## config.mk

```make
export PLATFORM = sky130hd
export DESIGN_NAME = sql_keyword_span_finder_core_flat
export DESIGN_NICKNAME = d
export VERILOG_FILES = /design/src/rtl/core/skf_pkg.sv /design/src/rtl/core/skf_in_if.sv /design/src/rtl/core/skf_out_if.sv /design/src/rtl/core/skf_cell.sv /design/src/rtl/core/skf_report.sv /design/src/rtl/core/sql_keyword_span_finder_core.sv /design/src/flat_wrapper.sv
export SDC_FILE = /design/constraint.sdc
export NUM_CORES = 1
export LEC_CHECK = 0
export ABC_AREA = 1
export BUFFER_PORTS_ARGS = -buffer_cell sky130_fd_sc_hd__buf_2
export CORE_MARGIN = 8
export CORE_UTILIZATION = 64
export DETAILED_ROUTE_END_ITERATION = 12
export PLACE_DENSITY = 0.9
export RECOVER_POWER = 25
export SYNTH_ARGS = -nofsm -noshare
export SYNTH_HDL_FRONTEND = slang
export SYNTH_SLANG_ARGS = --single-unit
```

## constraint.sdc

```tcl
create_clock -name clk -period 8.9 [get_ports clk]
set_clock_uncertainty 0.2 [all_clocks]
set_input_delay 0.89 -clock clk [delete_from_list [all_inputs] [get_ports clk]]
set_output_delay 0.89 -clock clk [all_outputs]
set_load 0.02 [all_outputs]
```

## src/rtl/core/skf_pkg.sv

```systemverilog
`timescale 1ns / 1ps
package skf_pkg;

	localparam int PACKET_DEPTH = 2048;
	localparam int CNT_W        = $clog2(PACKET_DEPTH + 1);
	localparam int POS_W        = $clog2(PACKET_DEPTH);

	localparam int NUM_KW = 10;
	localparam int WIN    = 11;
	localparam int IDX_W  = $clog2(WIN);

	localparam int CODE_W    = 4;
	localparam int START_W   = 11;
	localparam int SPANLEN_W = 12;

	localparam int LONG_LIM  = 10;
	localparam int SHORT_LIM = 7;
	localparam int MIN_LEN   = 10;

	typedef logic [7:0] byte_t;

	localparam byte_t DELIM = 8'h07;

	localparam byte_t KW_CHARS [NUM_KW][WIN] = '{
		'{"A", "L", "T", "E", "R", " ", "T", "A", "B", "L", "E"},
		'{"a", "l", "t", "e", "r", " ", "t", "a", "b", "l", "e"},
		'{"I", "N", "S", "E", "R", "T", 8'h00, 8'h00, 8'h00, 8'h00, 8'h00},
		'{"i", "n", "s", "e", "r", "t", 8'h00, 8'h00, 8'h00, 8'h00, 8'h00},
		'{"U", "P", "D", "A", "T", "E", 8'h00, 8'h00, 8'h00, 8'h00, 8'h00},
		'{"u", "p", "d", "a", "t", "e", 8'h00, 8'h00, 8'h00, 8'h00, 8'h00},
		'{"D", "E", "L", "E", "T", "E", 8'h00, 8'h00, 8'h00, 8'h00, 8'h00},
		'{"d", "e", "l", "e", "t", "e", 8'h00, 8'h00, 8'h00, 8'h00, 8'h00},
		'{"s", "e", "l", "e", "c", "t", 8'h00, 8'h00, 8'h00, 8'h00, 8'h00},
		'{"S", "E", "L", "E", "C", "T", 8'h00, 8'h00, 8'h00, 8'h00, 8'h00}
	};

	localparam logic [IDX_W-1:0] KW_LEN [NUM_KW] = '{
		IDX_W'(11), IDX_W'(11), IDX_W'(6), IDX_W'(6), IDX_W'(6),
		IDX_W'(6), IDX_W'(6), IDX_W'(6), IDX_W'(6), IDX_W'(6)
	};

	localparam logic [NUM_KW-1:0] KW_LONG = NUM_KW'(10'b00_0000_0011);

	typedef struct packed {
		logic [CNT_W-1:0]             len;
		logic [NUM_KW-1:0]            seen;
		logic [NUM_KW-1:0][POS_W-1:0] first;
		logic                         short_ok;
		logic [POS_W-1:0]             short_d;
		logic                         long_ok;
		logic [POS_W-1:0]             long_d;
	} snap_t;

endpackage

```

## src/rtl/core/skf_in_if.sv

```systemverilog
`timescale 1ns / 1ps
interface skf_in_if;
	import skf_pkg::*;

	logic  valid;
	logic  ready;
	byte_t data_byte;
	logic  last_byte;

	modport source (output valid, output data_byte, output last_byte, input ready);
	modport sink (input valid, input data_byte, input last_byte, output ready);
endinterface

```

## src/rtl/core/skf_out_if.sv

```systemverilog
`timescale 1ns / 1ps
interface skf_out_if;
	import skf_pkg::*;

	logic                 valid;
	logic                 ready;
	logic                 found;
	logic [CODE_W-1:0]    keyword_code;
	logic [START_W-1:0]   span_start;
	logic [SPANLEN_W-1:0] span_length;

	modport source (output valid, output found, output keyword_code, output span_start,
		output span_length, input ready);
	modport sink (input valid, input found, input keyword_code, input span_start,
		input span_length, output ready);
endinterface

```

## src/rtl/core/skf_cell.sv

```systemverilog
`timescale 1ns / 1ps
module skf_cell (
	input  logic                         clk,
	input  logic                         arst_n,
	input  logic                         en,
	input  logic                         clr,
	input  logic [skf_pkg::IDX_W-1:0]    idx,
	input  skf_pkg::byte_t               d,
	output skf_pkg::byte_t               q,
	output logic [skf_pkg::NUM_KW-1:0]   match
);
	import skf_pkg::*;

	byte_t held_q;

	// compare the incoming byte with the keyword char due at this window slot
	always_comb begin
		logic [IDX_W-1:0] sel;
		for (int k = 0; k < NUM_KW; k++) begin
			sel = KW_LEN[k] - IDX_W'(1) - idx;
			if (idx < KW_LEN[k]) begin
				match[k] = (d == KW_CHARS[k][sel]);
			end else begin
				match[k] = 1'b1;
			end
		end
	end

	always_ff @(posedge clk or negedge arst_n) begin
		if (!arst_n) begin
			held_q <= '0;
		end else if (clr) begin
			held_q <= '0;
		end else if (en) begin
			held_q <= d;
		end
	end

	assign q = held_q;
endmodule

```

## src/rtl/core/skf_report.sv

```systemverilog
`timescale 1ns / 1ps
module skf_report (
	input  logic            clk,
	input  logic            arst_n,
	input  skf_pkg::snap_t  snap,
	input  logic            snap_valid,
	output logic            snap_ready,
	skf_out_if.source       res
);
	import skf_pkg::*;

	logic                 sel;
	logic [CODE_W-1:0]    sel_k;
	logic [POS_W-1:0]     sel_start;
	logic                 sel_long;
	logic                 d_ok;
	logic [POS_W-1:0]     d;
	logic [CNT_W-1:0]     span_end;
	logic [CNT_W-1:0]     span_len;
	logic                 load;

	logic                 valid_q;
	logic                 found_q;
	logic [CODE_W-1:0]    code_q;
	logic [START_W-1:0]   start_q;
	logic [SPANLEN_W-1:0] len_q;

	// priority pick: lowest code wins
	always_comb begin
		logic [CNT_W:0] lim_sum;
		sel       = 1'b0;
		sel_k     = '0;
		sel_start = '0;
		sel_long  = 1'b0;
		for (int k = NUM_KW - 1; k >= 0; k--) begin
			lim_sum = (CNT_W + 1)'(snap.first[k])
				+ (CNT_W + 1)'(KW_LONG[k] ? LONG_LIM : SHORT_LIM);
			if (snap.seen[k] && (snap.first[k] != '0)
					&& (lim_sum < {1'b0, snap.len})) begin
				sel       = 1'b1;
				sel_k     = CODE_W'(k);
				sel_start = snap.first[k];
				sel_long  = KW_LONG[k];
			end
		end
		if (snap.len <= CNT_W'(MIN_LEN)) begin
			sel = 1'b0;
		end
	end

	assign d_ok     = sel_long ? snap.long_ok : snap.short_ok;
	assign d        = sel_long ? snap.long_d : snap.short_d;
	assign span_end = (d_ok && (d > sel_start)) ? CNT_W'(d) : snap.len;
	assign span_len = span_end - CNT_W'(sel_start);

	assign snap_ready = !valid_q || res.ready;
	assign load       = snap_valid && snap_ready;

	always_ff @(posedge clk or negedge arst_n) begin
		if (!arst_n) begin
			valid_q <= 1'b0;
		end else if (load) begin
			valid_q <= 1'b1;
		end else if (res.ready) begin
			valid_q <= 1'b0;
		end
	end

	always_ff @(posedge clk) begin
		if (load) begin
			found_q <= sel;
			code_q  <= sel ? sel_k : '0;
			start_q <= sel ? START_W'(sel_start) : '0;
			len_q   <= sel ? SPANLEN_W'(span_len) : '0;
		end
	end

	assign res.valid        = valid_q;
	assign res.found        = found_q;
	assign res.keyword_code = code_q;
	assign res.span_start   = start_q;
	assign res.span_length  = len_q;

	a_code_range: assert property (@(posedge clk) disable iff (!arst_n)
		res.valid && res.found |-> res.keyword_code < CODE_W'(NUM_KW))
		else $error("keyword code out of range");

	a_miss_zero: assert property (@(posedge clk) disable iff (!arst_n)
		res.valid && !res.found |-> (res.keyword_code == '0) && (res.span_start == '0)
			&& (res.span_length == '0))
		else $error("miss word carries nonzero fields");

	a_load_shows: assert property (@(posedge clk) disable iff (!arst_n)
		load |=> res.valid)
		else $error("loaded word not presented");
endmodule

```

## src/rtl/core/sql_keyword_span_finder_core.sv

```systemverilog
`timescale 1ns / 1ps
// channel | dir | payload                                           | handshake
// pkt     | in  | data_byte[7:0], last_byte                          | valid/ready
// res     | out | found, keyword_code[3:0], span_start[10:0],        | valid/ready
//         |     | span_length[11:0]                                  |
//
// One byte per cycle while pkt.ready is high, set by the 11-cell byte window and its per-cell compares.
// A result leaves after its last byte through the snapshot stage, then the output register.
// arst_n clears window, counters and hit flags; no clearing pass.
// Per-packet state clears on the accepted last byte; the next packet may follow at once.
// pkt.ready drops only while the snapshot is held behind a stalled output word.
module sql_keyword_span_finder_core (
	input  logic      clk,
	input  logic      arst_n,
	skf_in_if.sink    pkt,
	skf_out_if.source res
);
	import skf_pkg::*;

	logic                         acc;
	logic                         take;
	logic                         fin;
	byte_t                        chain [WIN];
	byte_t                        win [WIN];
	byte_t                        win_nx [WIN];
	logic [WIN-1:0][NUM_KW-1:0]   cell_match;
	logic [NUM_KW-1:0]            hit;
	logic [POS_W-1:0]             pos;

	logic [CNT_W-1:0]             cnt_q;
	logic [NUM_KW-1:0]            seen_q;
	logic [NUM_KW-1:0][POS_W-1:0] first_q;
	logic [POS_W-1:0]             older_pos_q;
	logic                         older_seen_q;

	logic [CNT_W-1:0]             cnt_nx;
	logic [NUM_KW-1:0]            seen_nx;
	logic [NUM_KW-1:0][POS_W-1:0] first_nx;
	logic [POS_W-1:0]             older_pos_nx;
	logic                         older_seen_nx;

	snap_t                        snap_nx;
	snap_t                        snap_s1;
	logic                         snap_valid_s1;
	logic                         snap_ready;

	assign acc  = pkt.valid && pkt.ready;
	assign take = acc && (cnt_q < CNT_W'(PACKET_DEPTH));
	assign fin  = acc && pkt.last_byte;
	assign pos  = POS_W'(cnt_q);

	assign pkt.ready = !snap_valid_s1 || snap_ready;

	for (genvar i = 0; i < WIN; i++) begin : g_cell
		if (i == 0) begin : g_head
			assign chain[i] = pkt.data_byte;
		end else begin : g_link
			assign chain[i] = win[i-1];
		end

		skf_cell u_cell (
			.clk   (clk),
			.arst_n(arst_n),
			.en    (take),
			.clr   (fin),
			.idx   (IDX_W'(i)),
			.d     (chain[i]),
			.q     (win[i]),
			.match (cell_match[i])
		);

		assign win_nx[i] = take ? chain[i] : win[i];
	end

	always_comb begin
		for (int k = 0; k < NUM_KW; k++) begin
			hit[k] = 1'b1;
			for (int i = 0; i < WIN; i++) begin
				hit[k] = hit[k] & cell_match[i][k];
			end
		end
	end

	always_comb begin
		cnt_nx        = take ? cnt_q + CNT_W'(1) : cnt_q;
		older_pos_nx  = older_pos_q;
		older_seen_nx = older_seen_q;
		if (take && (win[WIN-1] == DELIM)) begin
			older_pos_nx  = pos - POS_W'(WIN);
			older_seen_nx = 1'b1;
		end
		for (int k = 0; k < NUM_KW; k++) begin
			seen_nx[k]  = seen_q[k] | (take & hit[k]);
			first_nx[k] = first_q[k];
			if (take && hit[k] && !seen_q[k]) begin
				first_nx[k] = pos - POS_W'(KW_LEN[k]) + POS_W'(1);
			end
		end
	end

	// snapshot of length and keyword hits, with delimiter candidates as seen from the packet end
	always_comb begin
		snap_nx.len      = cnt_nx;
		snap_nx.seen     = seen_nx;
		snap_nx.first    = first_nx;
		snap_nx.short_ok = older_seen_nx;
		snap_nx.short_d  = older_pos_nx;
		for (int k = WIN - 1; k >= SHORT_LIM; k--) begin
			if (win_nx[k] == DELIM) begin
				snap_nx.short_ok = 1'b1;
				snap_nx.short_d  = POS_W'(cnt_nx - CNT_W'(k + 1));
			end
		end
		if (win_nx[WIN-1] == DELIM) begin
			snap_nx.long_ok = 1'b1;
			snap_nx.long_d  = POS_W'(cnt_nx - CNT_W'(WIN));
		end else begin
			snap_nx.long_ok = older_seen_nx;
			snap_nx.long_d  = older_pos_nx;
		end
	end

	always_ff @(posedge clk or negedge arst_n) begin
		if (!arst_n) begin
			cnt_q        <= '0;
			seen_q       <= '0;
			first_q      <= '0;
			older_pos_q  <= '0;
			older_seen_q <= 1'b0;
		end else if (fin) begin
			cnt_q        <= '0;
			seen_q       <= '0;
			first_q      <= '0;
			older_pos_q  <= '0;
			older_seen_q <= 1'b0;
		end else if (take) begin
			cnt_q        <= cnt_nx;
			seen_q       <= seen_nx;
			first_q      <= first_nx;
			older_pos_q  <= older_pos_nx;
			older_seen_q <= older_seen_nx;
		end
	end

	always_ff @(posedge clk or negedge arst_n) begin
		if (!arst_n) begin
			snap_valid_s1 <= 1'b0;
		end else if (fin) begin
			snap_valid_s1 <= 1'b1;
		end else if (snap_ready) begin
			snap_valid_s1 <= 1'b0;
		end
	end

	always_ff @(posedge clk) begin
		if (fin) begin
			snap_s1 <= snap_nx;
		end
	end

	skf_report u_report (
		.clk       (clk),
		.arst_n    (arst_n),
		.snap      (snap_s1),
		.snap_valid(snap_valid_s1),
		.snap_ready(snap_ready),
		.res       (res)
	);

	a_fin_snap: assert property (@(posedge clk) disable iff (!arst_n)
		fin |=> snap_valid_s1)
		else $error("last byte left no snapshot");

	a_cnt_sat: assert property (@(posedge clk) disable iff (!arst_n)
		cnt_q <= CNT_W'(PACKET_DEPTH))
		else $error("byte count past depth");

	a_fin_clear: assert property (@(posedge clk) disable iff (!arst_n)
		fin |=> (cnt_q == '0) && (seen_q == '0) && !older_seen_q)
		else $error("packet state not cleared");
endmodule

```

## src/flat_wrapper.sv

```systemverilog
// flat-port wrapper written by rule: the top's interface ports become plain ports
module sql_keyword_span_finder_core_flat import skf_pkg::*;
  (clk, arst_n, pkt_valid, pkt_data_byte, pkt_last_byte, pkt_ready, res_valid, res_found, res_keyword_code, res_span_start, res_span_length, res_ready);
  skf_in_if pkt_i ();
  skf_out_if res_i ();
  input  logic clk;
  input  logic arst_n;
  input wire logic [$bits(pkt_i.valid)-1:0] pkt_valid;
  input wire logic [$bits(pkt_i.data_byte)-1:0] pkt_data_byte;
  input wire logic [$bits(pkt_i.last_byte)-1:0] pkt_last_byte;
  output wire logic [$bits(pkt_i.ready)-1:0] pkt_ready;
  output wire logic [$bits(res_i.valid)-1:0] res_valid;
  output wire logic [$bits(res_i.found)-1:0] res_found;
  output wire logic [$bits(res_i.keyword_code)-1:0] res_keyword_code;
  output wire logic [$bits(res_i.span_start)-1:0] res_span_start;
  output wire logic [$bits(res_i.span_length)-1:0] res_span_length;
  input wire logic [$bits(res_i.ready)-1:0] res_ready;
  assign pkt_i.valid = pkt_valid;
  assign pkt_i.data_byte = pkt_data_byte;
  assign pkt_i.last_byte = pkt_last_byte;
  assign pkt_ready = pkt_i.ready;
  assign res_valid = res_i.valid;
  assign res_found = res_i.found;
  assign res_keyword_code = res_i.keyword_code;
  assign res_span_start = res_i.span_start;
  assign res_span_length = res_i.span_length;
  assign res_i.ready = res_ready;
  sql_keyword_span_finder_core u_core (.clk(clk), .arst_n(arst_n), .pkt(pkt_i), .res(res_i));
endmodule
```

==> results.md <==
- Failing checks: capacitance limit, slew limit
- Drc violations: 0
- I/O pins: 43
- Iter 0 DRT Violations: 2633
- Hold Path Class: register to register
- Area delta synth->final: 7.58%
- Sequential share of the synthesized area: 0.446
- Post-layout min period: 7.56 ns
- Largest net degree at the start of global routing: 100
- RD Place Congestion: 0.968
- Routed via count: 22300
- CTS tree: built
- FF+latch count, synth: 418
- Netlist cell types: 57
- Number of port buffers: 42
- Multi-input gate area: 11600 um^2
- Maxcap violations: 3
- Hold Fails Final Rpt: 0
- CP required: 8.99 ns
- Nets: 3347
- Worst-margin pin slew: 5.58 ns
- Core Region: 39500 um^2
- First-pass GRT wire length: 116000 um
- Status: complete, but fails checks
- Final setup vio count: 0
- Pre-antenna DRT Iters: 6
- F_max: 132 MHz
- Mapped Area: 25500 um^2
- Slew Viols, Final: 166
- Clock buffer depth: 3
- Routed WL: 73500 um
- Commonest register cell after synthesis: dfrtp_1
- CP max stage delay: 0.58 ns
- Rel. slew slack: -2.72
- Root buffer cell: clkbuf_16
- CP max-delay cell: nand3_1
- Aggregate global-route resource usage: 0.311
- Number of flops mapped to enable cells by yosys: 184
- Fill cells: 3049
- Clock sink count: 418
- Vias in the first global route: 21800
- Crit path launch type: register
- Pwr per Cell Area: 184 nW/um^2
- Synth Instances: 3168
- Resized cells post-CTS: 0
- CP Class: register to register
- Placed cell area: 26100 um^2
- Total Die Area: 46500 um^2
- Synthesized net count: 3337
- DR WL/cell: 19.7 um
- Row cnt: 73
- Post-route antenna net violation count: 0
- Initial antenna violation count: 2
- Ys async rst share: 0.560
- Initial Utilization: 0.645
- CTS Hold Bufs: 0
- Post-DP HPWL: 52900 um
- Syn Area/Cell: 8.05 um^2
- Vias per inst: 5.98
- CP endpoint kind: register
- Final Util: 0.694
- Fin crit share: 0.850
- Peak supply drop: 194 uV
- Pleak: 0.0134 uW
- Post-route setup TNS: 0 ns
- RSZ-0062 raised after global routing: no
- Setup Buffers After CTS: 0
- Final instance area: 27400 um^2
- Grt ovf: 0
- Most common cell type on the critical path: nand2_1
- Critical-path maximum fanout: 24
- Clk slew on worst S/H paths: 0.06 ns
- H-tree Lvls: 2
- Register area: 11400 um^2
- Clock Latency Late Sink: 0.57 ns
- Die Span Y: 216 um
- Synth warn: 0
- Die width: 216 um
- WP data arrival: 7.66 ns
- CTS Buf Count: 42
- Layout cells sized above 1: 0.0585
-- layout by cell type, fill, tap and decap left out, types with 62 or more instances in the layout --
cell type  count
nand2_1      630
nand3_1      117
nor2_1       338
dfrtp_1      234
edfxtp_1     184
o21ai_0      160
o22ai_1       62
xor2_1       106
inv_1        530
nor3_1        75
ha_1         155
a21oi_1      174
-- stage by stage --
step	total power (uW)	cells	hold WS, ns	worst slack, ns
CTS	5040	3736	0.152	1.43
floorplan	2860	3168	0.266	2.35
global placement	3170	3659	0.285	1.59
global route	5230	3736	0.319	0.416
detailed placement	3200	3659	0.293	1.48
finish	5050	3737	0.308	1.34
-- metal layers --
layer	share of wire	vias to the layer above	routed length [um]	GRT usage
met2	0.46	1199	33700	0.499
met5	0.00020	-	15	0
met1	0.39	10500	29000	0.407
li1	-	10400	-	-
met4	0.047	2	3430	0.140
met3	0.10	261	7410	0.0611
-- final timing paths --
| check | slack (ns) | from | endpoint | depth (start not counted) |
|---|---|---|---|---|
| min reg2reg | 0.31 | u_core.older_seen_q | u_core.older_seen_q | 2 |
| min in group asynchronous | 2.09 | arst_n | u_core.g_cell[0].u_cell.q[6] | 1 |
| max in group asynchronous | 2.86 | arst_n | u_core.first_q[106] | 2 |
| min | 0.31 | u_core.older_seen_q | u_core.older_seen_q | 2 |
| max reg2reg | 1.34 | u_core.snap_s1[101] | u_core.u_report.res.span_length[8] | 50 |
| max | 1.34 | u_core.snap_s1[101] | u_core.u_report.res.span_length[8] | 50 |
-- critical path, delay by kind of cell (launching register included) --
family,cells,cell delay (ns)
fa+ha+maj,5,1.49
compound gates,8,1.31
flops,1,0.37
buf+inv,9,0.96
simple gates,26,2.71
xor+xnor,2,0.26
-- area by class of cell --
cell class	count	area share
timing repair buffer	62	0.0124
inverter	545	0.0747
tap	525	0.0239
clock inverter	18	0.00789
clock buffer	59	0.0440
multi-input combinational	2109	0.422
antenna	1	0.0000912
sequential	418	0.415
-- flip-flops by register name (all words and copies together), names as in the netlist --
signal	flops
u_core.snap_valid_s1	1
u_core.g_cell.u_cell.q	88
u_core.u_report.res.span_length	12
u_core.snap_s1	156
u_core.older_seen_q	1
u_core.u_report.res.valid	1
u_core.older_pos_q	11
u_core.u_report.res.found	1
u_core.cnt_q	12
u_core.u_report.res.keyword_code	4
u_core.u_report.res.span_start	11
u_core.seen_q	10
u_core.first_q	110
-- Yosys cell counts, drive strengths merged (56+ instances only) --
cell,instances,area share
nand2,641,0.096
inv,544,0.080
nor2,346,0.052
dfrtp,234,0.23
o21ai,224,0.047
edfxtp,184,0.22
a21oi,176,0.035
ha,155,0.076
nand3,123,0.026
xor2,107,0.037
nor3,76,0.015
o22ai,62,0.015
nand4,59,0.014
clkbuf,56,0.0083
-- report_power, final --
group	leakage, uW	internal, uW	switching [uW]
combinational	0.00773	280	737
sequential	0.00499	2110	71.3
clock	0.000691	1090	760
-- cells by family (layout without fill, tap and decap cells) --
family,count (synthesis),in the layout,synth area share
AOI/OAI and AO/OA,514,514,0.113
xor gates and xnor gates,123,123,0.0422
adders and majority gates,156,156,0.0768
buffers and inverters,641,684,0.0993
DFF,418,418,0.446
muxes,5,5,0.00196
other,0,1,0
and+or+nand+nor,1311,1311,0.221
No activity file was read; power rests on OpenSTA's default activity.
